<file path="config.mk">
export PLATFORM = sky130hd
export DESIGN_NAME = scrolling_seven_segment_mux_top
export DESIGN_NICKNAME = d
export VERILOG_FILES = /design/src/hdl/sssm_pkg.sv /design/src/hdl/sssm_cfg.sv /design/src/hdl/sssm_store.sv /design/src/hdl/sssm_ctrl.sv /design/src/hdl/scrolling_seven_segment_mux_top.sv
export SDC_FILE = /design/constraint.sdc
export NUM_CORES = 1
export LEC_CHECK = 0
export BUFFER_PORTS_ARGS = -buffer_cell sky130_fd_sc_hd__buf_4
export CAP_MARGIN = 25
export CORE_AREA = 2 2 207 209
export DETAILED_ROUTE_END_ITERATION = 16
export DIE_AREA = 0 0 209 211
export PLACE_DENSITY = 0.66
export SYNTH_ARGS = -nofsm -noshare
export SYNTH_HDL_FRONTEND = slang
export SYNTH_SLANG_ARGS = --single-unit
export TNS_END_PERCENT = 10
</file>
<file path="constraint.sdc">
create_clock -name clk -period 9.8 [get_ports clk]
set_input_delay 0.98 -clock clk [delete_from_list [all_inputs] [get_ports clk]]
set_output_delay 0.98 -clock clk [all_outputs]
set_load 0.01 [all_outputs]
</file>
<file path="src/hdl/sssm_pkg.sv">
// ----------------------------------------------------------------------------
// sssm_pkg
// Shared types and codes of the scrolling seven-segment display driver.
// ----------------------------------------------------------------------------
package sssm_pkg;

  localparam int IDX_W   = 6;   // digit index field
  localparam int DIGIT_W = 4;   // BCD digit
  localparam int REQ_W   = 2;
  localparam int EVT_W   = 2;
  localparam int CFG_AW  = 4;

  // request kinds
  localparam logic [REQ_W-1:0] REQ_TICK  = 2'd0;
  localparam logic [REQ_W-1:0] REQ_PRESS = 2'd1;
  localparam logic [REQ_W-1:0] REQ_LOAD  = 2'd2;

  // event codes
  localparam logic [EVT_W-1:0] EVT_NONE    = 2'd0;
  localparam logic [EVT_W-1:0] EVT_PAUSED  = 2'd1;
  localparam logic [EVT_W-1:0] EVT_RESUMED = 2'd2;

  // register indexes (word address)
  localparam logic [1:0] REG_SCROLL_INTERVAL = 2'd0;
  localparam logic [1:0] REG_REFRESH_GAP     = 2'd1;
  localparam logic [1:0] REG_DEBOUNCE        = 2'd2;

  typedef struct packed {
    logic [15:0] scroll_interval_ms;
    logic [7:0]  refresh_gap_ms;
    logic [15:0] debounce_ms;
  } cfg_t;

  typedef struct packed {
    logic               en;
    logic [IDX_W-1:0]   addr;
    logic [DIGIT_W-1:0] data;
  } store_wr_t;

  typedef struct packed {
    logic               valid;
    logic [DIGIT_W-1:0] digit;
  } store_rd_t;

  typedef struct packed {
    logic [3:0]       digit_enable_n;
    logic [3:0]       bcd_lines;
    logic             pause_led;
    logic [EVT_W-1:0] event_code;
    logic             scroll_enabled;
  } result_t;

endpackage

</file>
<file path="src/hdl/sssm_cfg.sv">
// ----------------------------------------------------------------------------
// sssm_cfg
// APB register file: scroll interval, refresh gap and debounce time.
// ----------------------------------------------------------------------------
module sssm_cfg (
  input  logic                         clk,
  input  logic                         rst_n,
  input  logic                         psel,
  input  logic                         penable,
  input  logic                         pwrite,
  input  logic [sssm_pkg::CFG_AW-1:0]  paddr,
  input  logic [31:0]                  pwdata,
  output logic [31:0]                  prdata,
  output sssm_pkg::cfg_t               cfg
);

  logic [15:0] scroll_interval_r;
  logic [7:0]  refresh_gap_r;
  logic [15:0] debounce_r;
  logic        wr_en;
  logic [1:0]  reg_idx;

  assign reg_idx = paddr[3:2];
  assign wr_en   = psel && penable && pwrite;

  always_ff @(posedge clk) begin
    if (!rst_n) begin
      scroll_interval_r <= 16'd250;
      refresh_gap_r     <= 8'd5;
      debounce_r        <= 16'd100;
    end else if (wr_en) begin
      unique case (reg_idx)
        sssm_pkg::REG_SCROLL_INTERVAL: scroll_interval_r <= pwdata[15:0];
        sssm_pkg::REG_REFRESH_GAP:     refresh_gap_r     <= pwdata[7:0];
        sssm_pkg::REG_DEBOUNCE:        debounce_r        <= pwdata[15:0];
        default: ;
      endcase
    end
  end

  always_comb begin
    unique case (reg_idx)
      sssm_pkg::REG_SCROLL_INTERVAL: prdata = {16'd0, scroll_interval_r};
      sssm_pkg::REG_REFRESH_GAP:     prdata = {24'd0, refresh_gap_r};
      sssm_pkg::REG_DEBOUNCE:        prdata = {16'd0, debounce_r};
      default:                       prdata = 32'd0;
    endcase
  end

  assign cfg.scroll_interval_ms = scroll_interval_r;
  assign cfg.refresh_gap_ms     = refresh_gap_r;
  assign cfg.debounce_ms        = debounce_r;

endmodule

</file>
<file path="src/hdl/sssm_store.sv">
// ----------------------------------------------------------------------------
// sssm_store
// Digit memory with per-entry valid bits, one write and one registered read
// per cycle; a write to the address being read is forwarded.
// ----------------------------------------------------------------------------
module sssm_store #(
  parameter int NUM_DIGITS = 44
) (
  input  logic                          clk,
  input  logic                          rst_n,
  input  sssm_pkg::store_wr_t           wr,
  input  logic [sssm_pkg::IDX_W-1:0]    rd_addr,
  output sssm_pkg::store_rd_t           rd
);

  localparam int AW = $clog2(NUM_DIGITS);

  logic [sssm_pkg::DIGIT_W-1:0] mem [NUM_DIGITS];
  logic [NUM_DIGITS-1:0]        valid_r;
  logic [sssm_pkg::DIGIT_W-1:0] mem_q_r;
  logic [sssm_pkg::DIGIT_W-1:0] fwd_data_r;
  logic                         fwd_r;
  logic                         rd_valid_r;
  logic                         hit;
  logic [AW-1:0]                wa;
  logic [AW-1:0]                ra;

  assign wa  = wr.addr[AW-1:0];
  assign ra  = rd_addr[AW-1:0];
  assign hit = wr.en && (wr.addr == rd_addr);

  always_ff @(posedge clk) begin
    if (wr.en) begin
      mem[wa] <= wr.data;
    end
    mem_q_r    <= mem[ra];
    fwd_data_r <= wr.data;
  end

  always_ff @(posedge clk) begin
    if (!rst_n) begin
      valid_r    <= '0;
      fwd_r      <= 1'b0;
      rd_valid_r <= 1'b0;
    end else begin
      if (wr.en) begin
        valid_r[wa] <= 1'b1;
      end
      fwd_r      <= hit;
      rd_valid_r <= valid_r[ra] || hit;
    end
  end

  assign rd.valid = rd_valid_r;
  assign rd.digit = fwd_r ? fwd_data_r : mem_q_r;

endmodule

</file>
<file path="src/hdl/sssm_ctrl.sv">
// ----------------------------------------------------------------------------
// sssm_ctrl
// Request processing: elapsed counters, refresh and scroll, debounced pause,
// digit loads. Prefetches the store entry under the next window position.
// ----------------------------------------------------------------------------
module sssm_ctrl #(
  parameter int NUM_DIGITS = 44
) (
  input  logic                          clk,
  input  logic                          rst_n,
  input  logic                          accept,
  input  logic [sssm_pkg::REQ_W-1:0]    req_type,
  input  logic [sssm_pkg::DIGIT_W-1:0]  digit_value,
  input  logic [sssm_pkg::IDX_W-1:0]    digit_index,
  input  sssm_pkg::cfg_t                cfg,
  output sssm_pkg::store_wr_t           st_wr,
  output logic [sssm_pkg::IDX_W-1:0]    st_rd_addr,
  input  sssm_pkg::store_rd_t           st_rd,
  output sssm_pkg::result_t             res
);

  localparam logic [5:0] CD_RELOAD   = 6'(NUM_DIGITS + 4);
  localparam logic [6:0] POS_DIG_END = 7'(NUM_DIGITS + 4);
  localparam logic [6:0] POS_END     = 7'(NUM_DIGITS + 8);
  localparam logic [5:0] IDX_LIMIT   = 6'(NUM_DIGITS);

  // what the prefetched position shows
  localparam logic [1:0] KIND_ZERO  = 2'd0;
  localparam logic [1:0] KIND_BLANK = 2'd1;
  localparam logic [1:0] KIND_MEM   = 2'd2;

  logic [1:0]  phase_r, phase_nxt;
  logic [5:0]  window_r, window_nxt;
  logic [5:0]  countdown_r, countdown_nxt;
  logic        scroll_on_r, scroll_on_nxt;
  logic [7:0]  refresh_el_r, refresh_el_nxt;
  logic [15:0] scroll_el_r, scroll_el_nxt;
  logic [15:0] press_el_r, press_el_nxt;
  logic [3:0]  bcd_r, bcd_nxt;
  logic [3:0]  enable_r, enable_nxt;
  logic        led_r, led_nxt;
  logic        padded_r, padded_nxt;
  logic [1:0]  kind_r, kind_nxt;
  logic [1:0]  event_code;
  logic [6:0]  pos_nxt;
  logic [6:0]  slot_nxt;
  logic        entry_blank;
  logic [3:0]  entry_digit;

  assign entry_blank = (kind_r == KIND_BLANK);
  assign entry_digit = ((kind_r == KIND_MEM) && st_rd.valid) ? st_rd.digit : 4'd0;

  always_comb begin
    phase_nxt      = phase_r;
    window_nxt     = window_r;
    countdown_nxt  = countdown_r;
    scroll_on_nxt  = scroll_on_r;
    refresh_el_nxt = refresh_el_r;
    scroll_el_nxt  = scroll_el_r;
    press_el_nxt   = press_el_r;
    bcd_nxt        = bcd_r;
    enable_nxt     = enable_r;
    led_nxt        = led_r;
    padded_nxt     = padded_r;
    event_code     = sssm_pkg::EVT_NONE;
    st_wr.en       = 1'b0;
    st_wr.addr     = digit_index;
    st_wr.data     = digit_value;

    if (accept) begin
      unique case (req_type)
        sssm_pkg::REQ_TICK: begin
          if (refresh_el_r != 8'hFF)    refresh_el_nxt = refresh_el_r + 8'd1;
          if (scroll_el_r != 16'hFFFF)  scroll_el_nxt  = scroll_el_r + 16'd1;
          if (press_el_r != 16'hFFFF)   press_el_nxt   = press_el_r + 16'd1;
          if (refresh_el_nxt > cfg.refresh_gap_ms) begin
            enable_nxt = 4'hF;
            if (!entry_blank) begin
              enable_nxt = ~(4'b0001 << phase_r);
              if (entry_digit < 4'd10) bcd_nxt = entry_digit;
            end
            if (scroll_on_r && (scroll_el_nxt > cfg.scroll_interval_ms) &&
                (phase_r == 2'd3)) begin
              // wrap back to the start once all moves are used up
              if (countdown_r == 6'd0) begin
                window_nxt    = 6'd0;
                countdown_nxt = CD_RELOAD;
              end else begin
                window_nxt    = window_r + 6'd1;
                countdown_nxt = countdown_r - 6'd1;
              end
              scroll_el_nxt = 16'd0;
            end
            phase_nxt      = phase_r + 2'd1;
            refresh_el_nxt = 8'd0;
          end
        end
        sssm_pkg::REQ_PRESS: begin
          if (press_el_r >= cfg.debounce_ms) begin
            scroll_on_nxt = !scroll_on_r;
            event_code    = scroll_on_r ? sssm_pkg::EVT_PAUSED : sssm_pkg::EVT_RESUMED;
            led_nxt       = !led_r;
            press_el_nxt  = 16'd0;
          end
        end
        sssm_pkg::REQ_LOAD: begin
          if (digit_index < IDX_LIMIT) begin
            st_wr.en      = 1'b1;
            padded_nxt    = 1'b1;
            scroll_on_nxt = 1'b1;
            countdown_nxt = CD_RELOAD;
          end
        end
        default: ;
      endcase
    end
  end

  // classify the position the next item will see and start its read
  always_comb begin
    pos_nxt    = {1'b0, window_nxt} + {5'd0, phase_nxt};
    slot_nxt   = pos_nxt - 7'd4;
    st_rd_addr = '0;
    if (pos_nxt < 7'd4) begin
      kind_nxt = padded_nxt ? KIND_BLANK : KIND_ZERO;
    end else if (pos_nxt < POS_DIG_END) begin
      kind_nxt   = KIND_MEM;
      st_rd_addr = slot_nxt[5:0];
    end else if (pos_nxt < POS_END) begin
      kind_nxt = padded_nxt ? KIND_BLANK : KIND_ZERO;
    end else begin
      kind_nxt = KIND_BLANK;
    end
  end

  always_ff @(posedge clk) begin
    if (!rst_n) begin
      phase_r      <= 2'd0;
      window_r     <= 6'd0;
      countdown_r  <= 6'd0;
      scroll_on_r  <= 1'b0;
      refresh_el_r <= 8'd0;
      scroll_el_r  <= 16'd0;
      press_el_r   <= 16'd0;
      bcd_r        <= 4'd0;
      enable_r     <= 4'hF;
      led_r        <= 1'b0;
      padded_r     <= 1'b0;
      kind_r       <= KIND_ZERO;
    end else begin
      phase_r      <= phase_nxt;
      window_r     <= window_nxt;
      countdown_r  <= countdown_nxt;
      scroll_on_r  <= scroll_on_nxt;
      refresh_el_r <= refresh_el_nxt;
      scroll_el_r  <= scroll_el_nxt;
      press_el_r   <= press_el_nxt;
      bcd_r        <= bcd_nxt;
      enable_r     <= enable_nxt;
      led_r        <= led_nxt;
      padded_r     <= padded_nxt;
      kind_r       <= kind_nxt;
    end
  end

  assign res.digit_enable_n = enable_nxt;
  assign res.bcd_lines      = bcd_nxt;
  assign res.pause_led      = led_nxt;
  assign res.event_code     = event_code;
  assign res.scroll_enabled = scroll_on_nxt;

endmodule

</file>
<file path="src/hdl/scrolling_seven_segment_mux_top.sv">
// ----------------------------------------------------------------------------
// scrolling_seven_segment_mux_top
// Four-digit multiplexed BCD display driver scrolling a NUM_DIGITS string.
// ----------------------------------------------------------------------------
// Takes one request per clock while the sink keeps up (millisecond tick, pause
// press or digit load) and returns one result per request through a one-deep
// output register, in the cycle after the request is accepted. in_tready is
// high while that register is empty or its result is taken in the same cycle,
// so requests follow back to back as long as the sink keeps out_tready high; a
// stalled sink holds the input. The digit under the next display position is
// read from the digit memory ahead of the request that shows it. Digit memory
// starts out as all zeros with no clearing pass after reset. Registers: scroll
// interval at 0x0, refresh gap at 0x4, debounce at 0x8.
module scrolling_seven_segment_mux_top #(
  parameter int NUM_DIGITS = 44
) (
  input  logic                         clk,
  input  logic                         rst_n,
  input  logic                         in_tvalid,
  output logic                         in_tready,
  input  logic [15:0]                  in_tdata,   // [3:0] digit_value, [9:4] digit_index
  input  logic [1:0]                   in_tuser,   // [1:0] req_type
  output logic                         out_tvalid,
  input  logic                         out_tready,
  // [3:0] digit_enable_n, [7:4] bcd_lines, [8] pause_led, [10:9] event_code,
  // [11] scroll_enabled
  output logic [15:0]                  out_tdata,
  input  logic                         cfg_psel,
  input  logic                         cfg_penable,
  input  logic                         cfg_pwrite,
  input  logic [sssm_pkg::CFG_AW-1:0]  cfg_paddr,
  input  logic [31:0]                  cfg_pwdata,
  output logic [31:0]                  cfg_prdata,
  output logic                         cfg_pready
);

  sssm_pkg::cfg_t              cfg;
  sssm_pkg::store_wr_t         st_wr;
  sssm_pkg::store_rd_t         st_rd;
  sssm_pkg::result_t           res;
  sssm_pkg::result_t           res_r;
  logic [sssm_pkg::IDX_W-1:0]  st_rd_addr;
  logic                        out_valid_r;
  logic                        accept;

  assign cfg_pready = 1'b1;
  assign in_tready  = !out_valid_r || out_tready;
  assign accept     = in_tvalid && in_tready;

  sssm_cfg u_cfg (
    .clk     (clk),
    .rst_n   (rst_n),
    .psel    (cfg_psel),
    .penable (cfg_penable),
    .pwrite  (cfg_pwrite),
    .paddr   (cfg_paddr),
    .pwdata  (cfg_pwdata),
    .prdata  (cfg_prdata),
    .cfg     (cfg)
  );

  sssm_store #(.NUM_DIGITS(NUM_DIGITS)) u_store (
    .clk     (clk),
    .rst_n   (rst_n),
    .wr      (st_wr),
    .rd_addr (st_rd_addr),
    .rd      (st_rd)
  );

  sssm_ctrl #(.NUM_DIGITS(NUM_DIGITS)) u_ctrl (
    .clk         (clk),
    .rst_n       (rst_n),
    .accept      (accept),
    .req_type    (in_tuser),
    .digit_value (in_tdata[3:0]),
    .digit_index (in_tdata[9:4]),
    .cfg         (cfg),
    .st_wr       (st_wr),
    .st_rd_addr  (st_rd_addr),
    .st_rd       (st_rd),
    .res         (res)
  );

  // hold the result until the sink takes it
  always_ff @(posedge clk) begin
    if (!rst_n) begin
      out_valid_r <= 1'b0;
    end else if (accept) begin
      out_valid_r <= 1'b1;
    end else if (out_tready) begin
      out_valid_r <= 1'b0;
    end
  end

  always_ff @(posedge clk) begin
    if (accept) begin
      res_r <= res;
    end
  end

  assign out_tvalid = out_valid_r;
  assign out_tdata  = {4'd0, res_r.scroll_enabled, res_r.event_code, res_r.pause_led,
                       res_r.bcd_lines, res_r.digit_enable_n};

endmodule
</file>
==> impl_metrics.tcl <==
set metrics [dict create \
    cts_resized 0 \
    syn_area_um2 16600 \
    clock_latency_ns 0.57 \
    clk_pin_slew_ns 0.06 \
    num_vias 12200 \
    vias_in_the_first_global_route 11800 \
    route.final.wire_length_um 41500 \
    status "complete, no violations" \
    height_of_the_chip_um 211 \
    timing_max_transition_violations_final 0 \
    num-fill-cells 3861 \
    setup_viol 0 \
    synth_area_per_cell_um2 10.3 \
    power.ir.vdd_worst_v 0.000128 \
    layout_min_cycle_time_ns 8.42 \
    asyncSetResetFlopFracSynth_pct 0 \
    achievable-frequency_mhz 119 \
    row_count 75 \
    port-buffer-count 66 \
    dp_hpwl_um 28200 \
    crit_fanout 19 \
    crit_required_ns 10.27 \
    power-per-cell-area_nw_per_um2 166 \
    grt_setup_unrepaired "no" \
    path_class "register to register" \
    cp_common_cell "sky130_fd_sc_hd__nand4_1" \
    post-cts-setup-buffers 0 \
    area_growth_from_synthesis_to_layout_pct 12.7 \
    synth_edf_count 188 \
    postSynthCellCount 1620 \
    groute.usage.overall_pct 18.9 \
    gpl.final_weighted_congestion 0.891 \
    post-route-worst-setup-slack_ns 1.38 \
    final.period_utilization_pct 85.9 \
    endpoint_kind "register" \
    synth_area_leader "sky130_fd_sc_hd__edfxtp_1" \
    clkSinkCount 350 \
    synth-seq-cells 350 \
    numCtsBuffers 38 \
    floorplan_die_width_um 209 \
    critPathLaunchType "register" \
    finalHoldWorstSlack_ns 0.466 \
    timing.critical_path.slowest_stage_cell "sky130_fd_sc_hd__a2111oi_0" \
    dieArea_um2 44100 \
    start_util_pct 39.8 \
    wire_per_inst_um 18.7 \
    design.core.area_um2 41800 \
    ys_seq_area_share_pct 53.4 \
    place_inst 2156 \
    post_route_cells_drive_above_1_share_pct 12.6 \
    grt_pass1_wl_um 65300 \
    ys.warnings.count 0 \
    layout.cell_area.non_filler_um2 18700 \
    hold_viol_final 0 \
    final_net_count 1774 \
    sum_of_negative_setup_slack_ns 0 \
    crit_path_max_incr_delay_ns 0.85 \
    route.detailed.drc 0 \
    antenna_left 0 \
    ys_types 90 \
    worst_pin_slew_ns 1.09 \
    postPlaceCellArea_um2 17500 \
    arrival_ns 8.89 \
    leakage_nw 6.64 \
    cts.htree.levels 2 \
    cts_hold_buf 0 \
    starting_drt_drc_count 926 \
    layoutNonFillerInstCount 2226 \
    antenna-diode-count 0 \
    synthTopCellsByArea "sky130_fd_sc_hd__edfxtp_1, sky130_fd_sc_hd__dfxtp_1, sky130_fd_sc_hd__nor2_1" \
    tritoncts "done" \
    synthFlopType "sky130_fd_sc_hd__edfxtp_1" \
    grt-ovfl-total 0 \
    timing.slew.headroom_pct 26.8 \
    max-cap-violations 0 \
    clock_tree.buffer_depth 3 \
    vias_per_cell 5.47 \
    grt_antenna_before_repair 0 \
    num_io_pins 112 \
    setup_ws_pre_cts_ns 1.51 \
    synth_top_area_share_pct 33.9 \
    timing.hold.worst.class "register to register" \
    drt_first_pass_iters 5 \
    timing.clock.skew_ns 0.0482 \
    grt_max_degree 81 \
    clk_tree_root_cell "sky130_fd_sc_hd__clkbuf_16" \
]
registers in the layout (all words and copies together), names as in the netlist, 2 cells and up:
name and count:
u_ctrl.refresh_el_r 8, u_ctrl.enable_r 4, u_cfg.refresh_gap_r 8, u_cfg.debounce_r 16, out_tdata 12, u_store.valid_r 44
u_ctrl.phase_r 2, u_store.mem 176, u_ctrl.press_el_r 16, u_store.fwd_data_r 4, u_ctrl.bcd_r 4, u_store.mem_q_r 4
u_ctrl.kind_r 2, u_ctrl.scroll_el_r 16, u_ctrl.window_r 6, u_cfg.scroll_interval_r 16, u_ctrl.countdown_r 6
report_power, final:
group | switching (mW) | internal [mW]
logic | 0.0832 | 0.0357
clock network | 0.598 | 0.834
registers | 0.00577 | 1.55
total | 0.687 | 2.42
logic make-up after synthesis:
kind of cell	Yosys count	synth area share, %
AO/OA/AOI/OAI	311	13.0
XOR/XNOR	38	2.17
adder cells (fa/ha/maj)	56	4.26
buffers and inverters	168	4.64
flip-flops	350	53.4
multiplexers	89	5.81
other	2	0.0451
AND/OR/NAND/NOR	606	16.7
worst max-delay path, delay by kind of cell (launching register included):
family                   cells  cell delay, ns
AO/OA/AOI/OAI               10            3.12
AND/OR/NAND/NOR             12            2.85
adder cells (fa/ha/maj)      3            0.83
XOR/XNOR                     2            0.64
flip-flops                   1            0.38
multiplexers                 1            0.26
buffers and inverters        1            0.25
Yosys cell counts (16+ instances only):
| library cell | count |
|---|---|
| sky130_fd_sc_hd__nor2_1 | 243 |
| sky130_fd_sc_hd__edfxtp_1 | 188 |
| sky130_fd_sc_hd__nand2_1 | 175 |
| sky130_fd_sc_hd__dfxtp_1 | 162 |
| sky130_fd_sc_hd__a21oi_1 | 100 |
| sky130_fd_sc_hd__inv_1 | 67 |
| sky130_fd_sc_hd__mux2i_1 | 64 |
| sky130_fd_sc_hd__clkbuf_1 | 56 |
| sky130_fd_sc_hd__ha_1 | 55 |
| sky130_fd_sc_hd__o21ai_0 | 36 |
| sky130_fd_sc_hd__xnor2_1 | 34 |
| sky130_fd_sc_hd__nand3_1 | 32 |
| sky130_fd_sc_hd__nor3_1 | 27 |
| sky130_fd_sc_hd__a22oi_1 | 25 |
| sky130_fd_sc_hd__nand4_1 | 25 |
| sky130_fd_sc_hd__buf_4 | 23 |
| sky130_fd_sc_hd__mux2_2 | 21 |
| sky130_fd_sc_hd__nor2b_1 | 16 |
| sky130_fd_sc_hd__o211ai_1 | 16 |
worst paths after layout:
| kind | endpoint | cells after the start | slack [ns] | from |
|---|---|---|---|---|
| min reg2reg | u_store.valid_r[31] | 2 | 0.47 | u_store.valid_r[31] |
| min | u_store.valid_r[31] | 2 | 0.47 | u_store.valid_r[31] |
| max reg2reg | u_store.rd_valid_r | 29 | 1.38 | u_ctrl.scroll_el_r[4] |
| max | u_store.rd_valid_r | 29 | 1.38 | u_ctrl.scroll_el_r[4] |
cells in the final DEF (no fill, tap or decap), types with 14 or more instances in the layout:
cell	n
sky130_fd_sc_hd__a31oi_1	15
sky130_fd_sc_hd__a21oi_1	100
sky130_fd_sc_hd__conb_1	21
sky130_fd_sc_hd__o211ai_1	16
sky130_fd_sc_hd__a22oi_1	25
sky130_fd_sc_hd__ha_1	54
sky130_fd_sc_hd__clkbuf_16	38
sky130_fd_sc_hd__and2_1	14
sky130_fd_sc_hd__nor3_1	26
sky130_fd_sc_hd__nor2_1	243
sky130_fd_sc_hd__a211oi_1	15
sky130_fd_sc_hd__nand3_1	32
sky130_fd_sc_hd__edfxtp_1	188
sky130_fd_sc_hd__buf_4	79
sky130_fd_sc_hd__mux2_2	21
sky130_fd_sc_hd__nand2_1	175
sky130_fd_sc_hd__nand4_1	25
sky130_fd_sc_hd__nor2b_1	16
sky130_fd_sc_hd__dfxtp_1	162
sky130_fd_sc_hd__xnor2_1	34
sky130_fd_sc_hd__mux2i_1	64
sky130_fd_sc_hd__inv_1	66
sky130_fd_sc_hd__o21ai_0	36
layer usage:
layer	global-route usage (%)	share of wire, %	routed length (um)	vias up
met5	0	0	0	-
met4	7.00	2.9	1200	0
met3	3.27	6.7	2770	79
met2	31.3	47	19500	408
met1	24.9	44	18100	5852
li1	-	-	-	5838
final cells by class:
type	count	area [um2]	share of cell area, %
sequential	350	8890	47.4
multi-input combinational	1121	7080	37.8
clock buffer	51	1040	5.55
tap	539	674	3.60
timing repair buffer	79	593	3.16
inverter	67	253	1.35
clock inverter	19	214	1.14
metrics by stage:
step                      util, %  power, mW
after floorplan                 -       1.66
after global placement       41.9       1.70
after detailed placement     41.9       1.71
after CTS                    44.9       3.13
after global routing         44.9       3.20
final                        44.9       3.11
(Power assumes the default switching activity.)
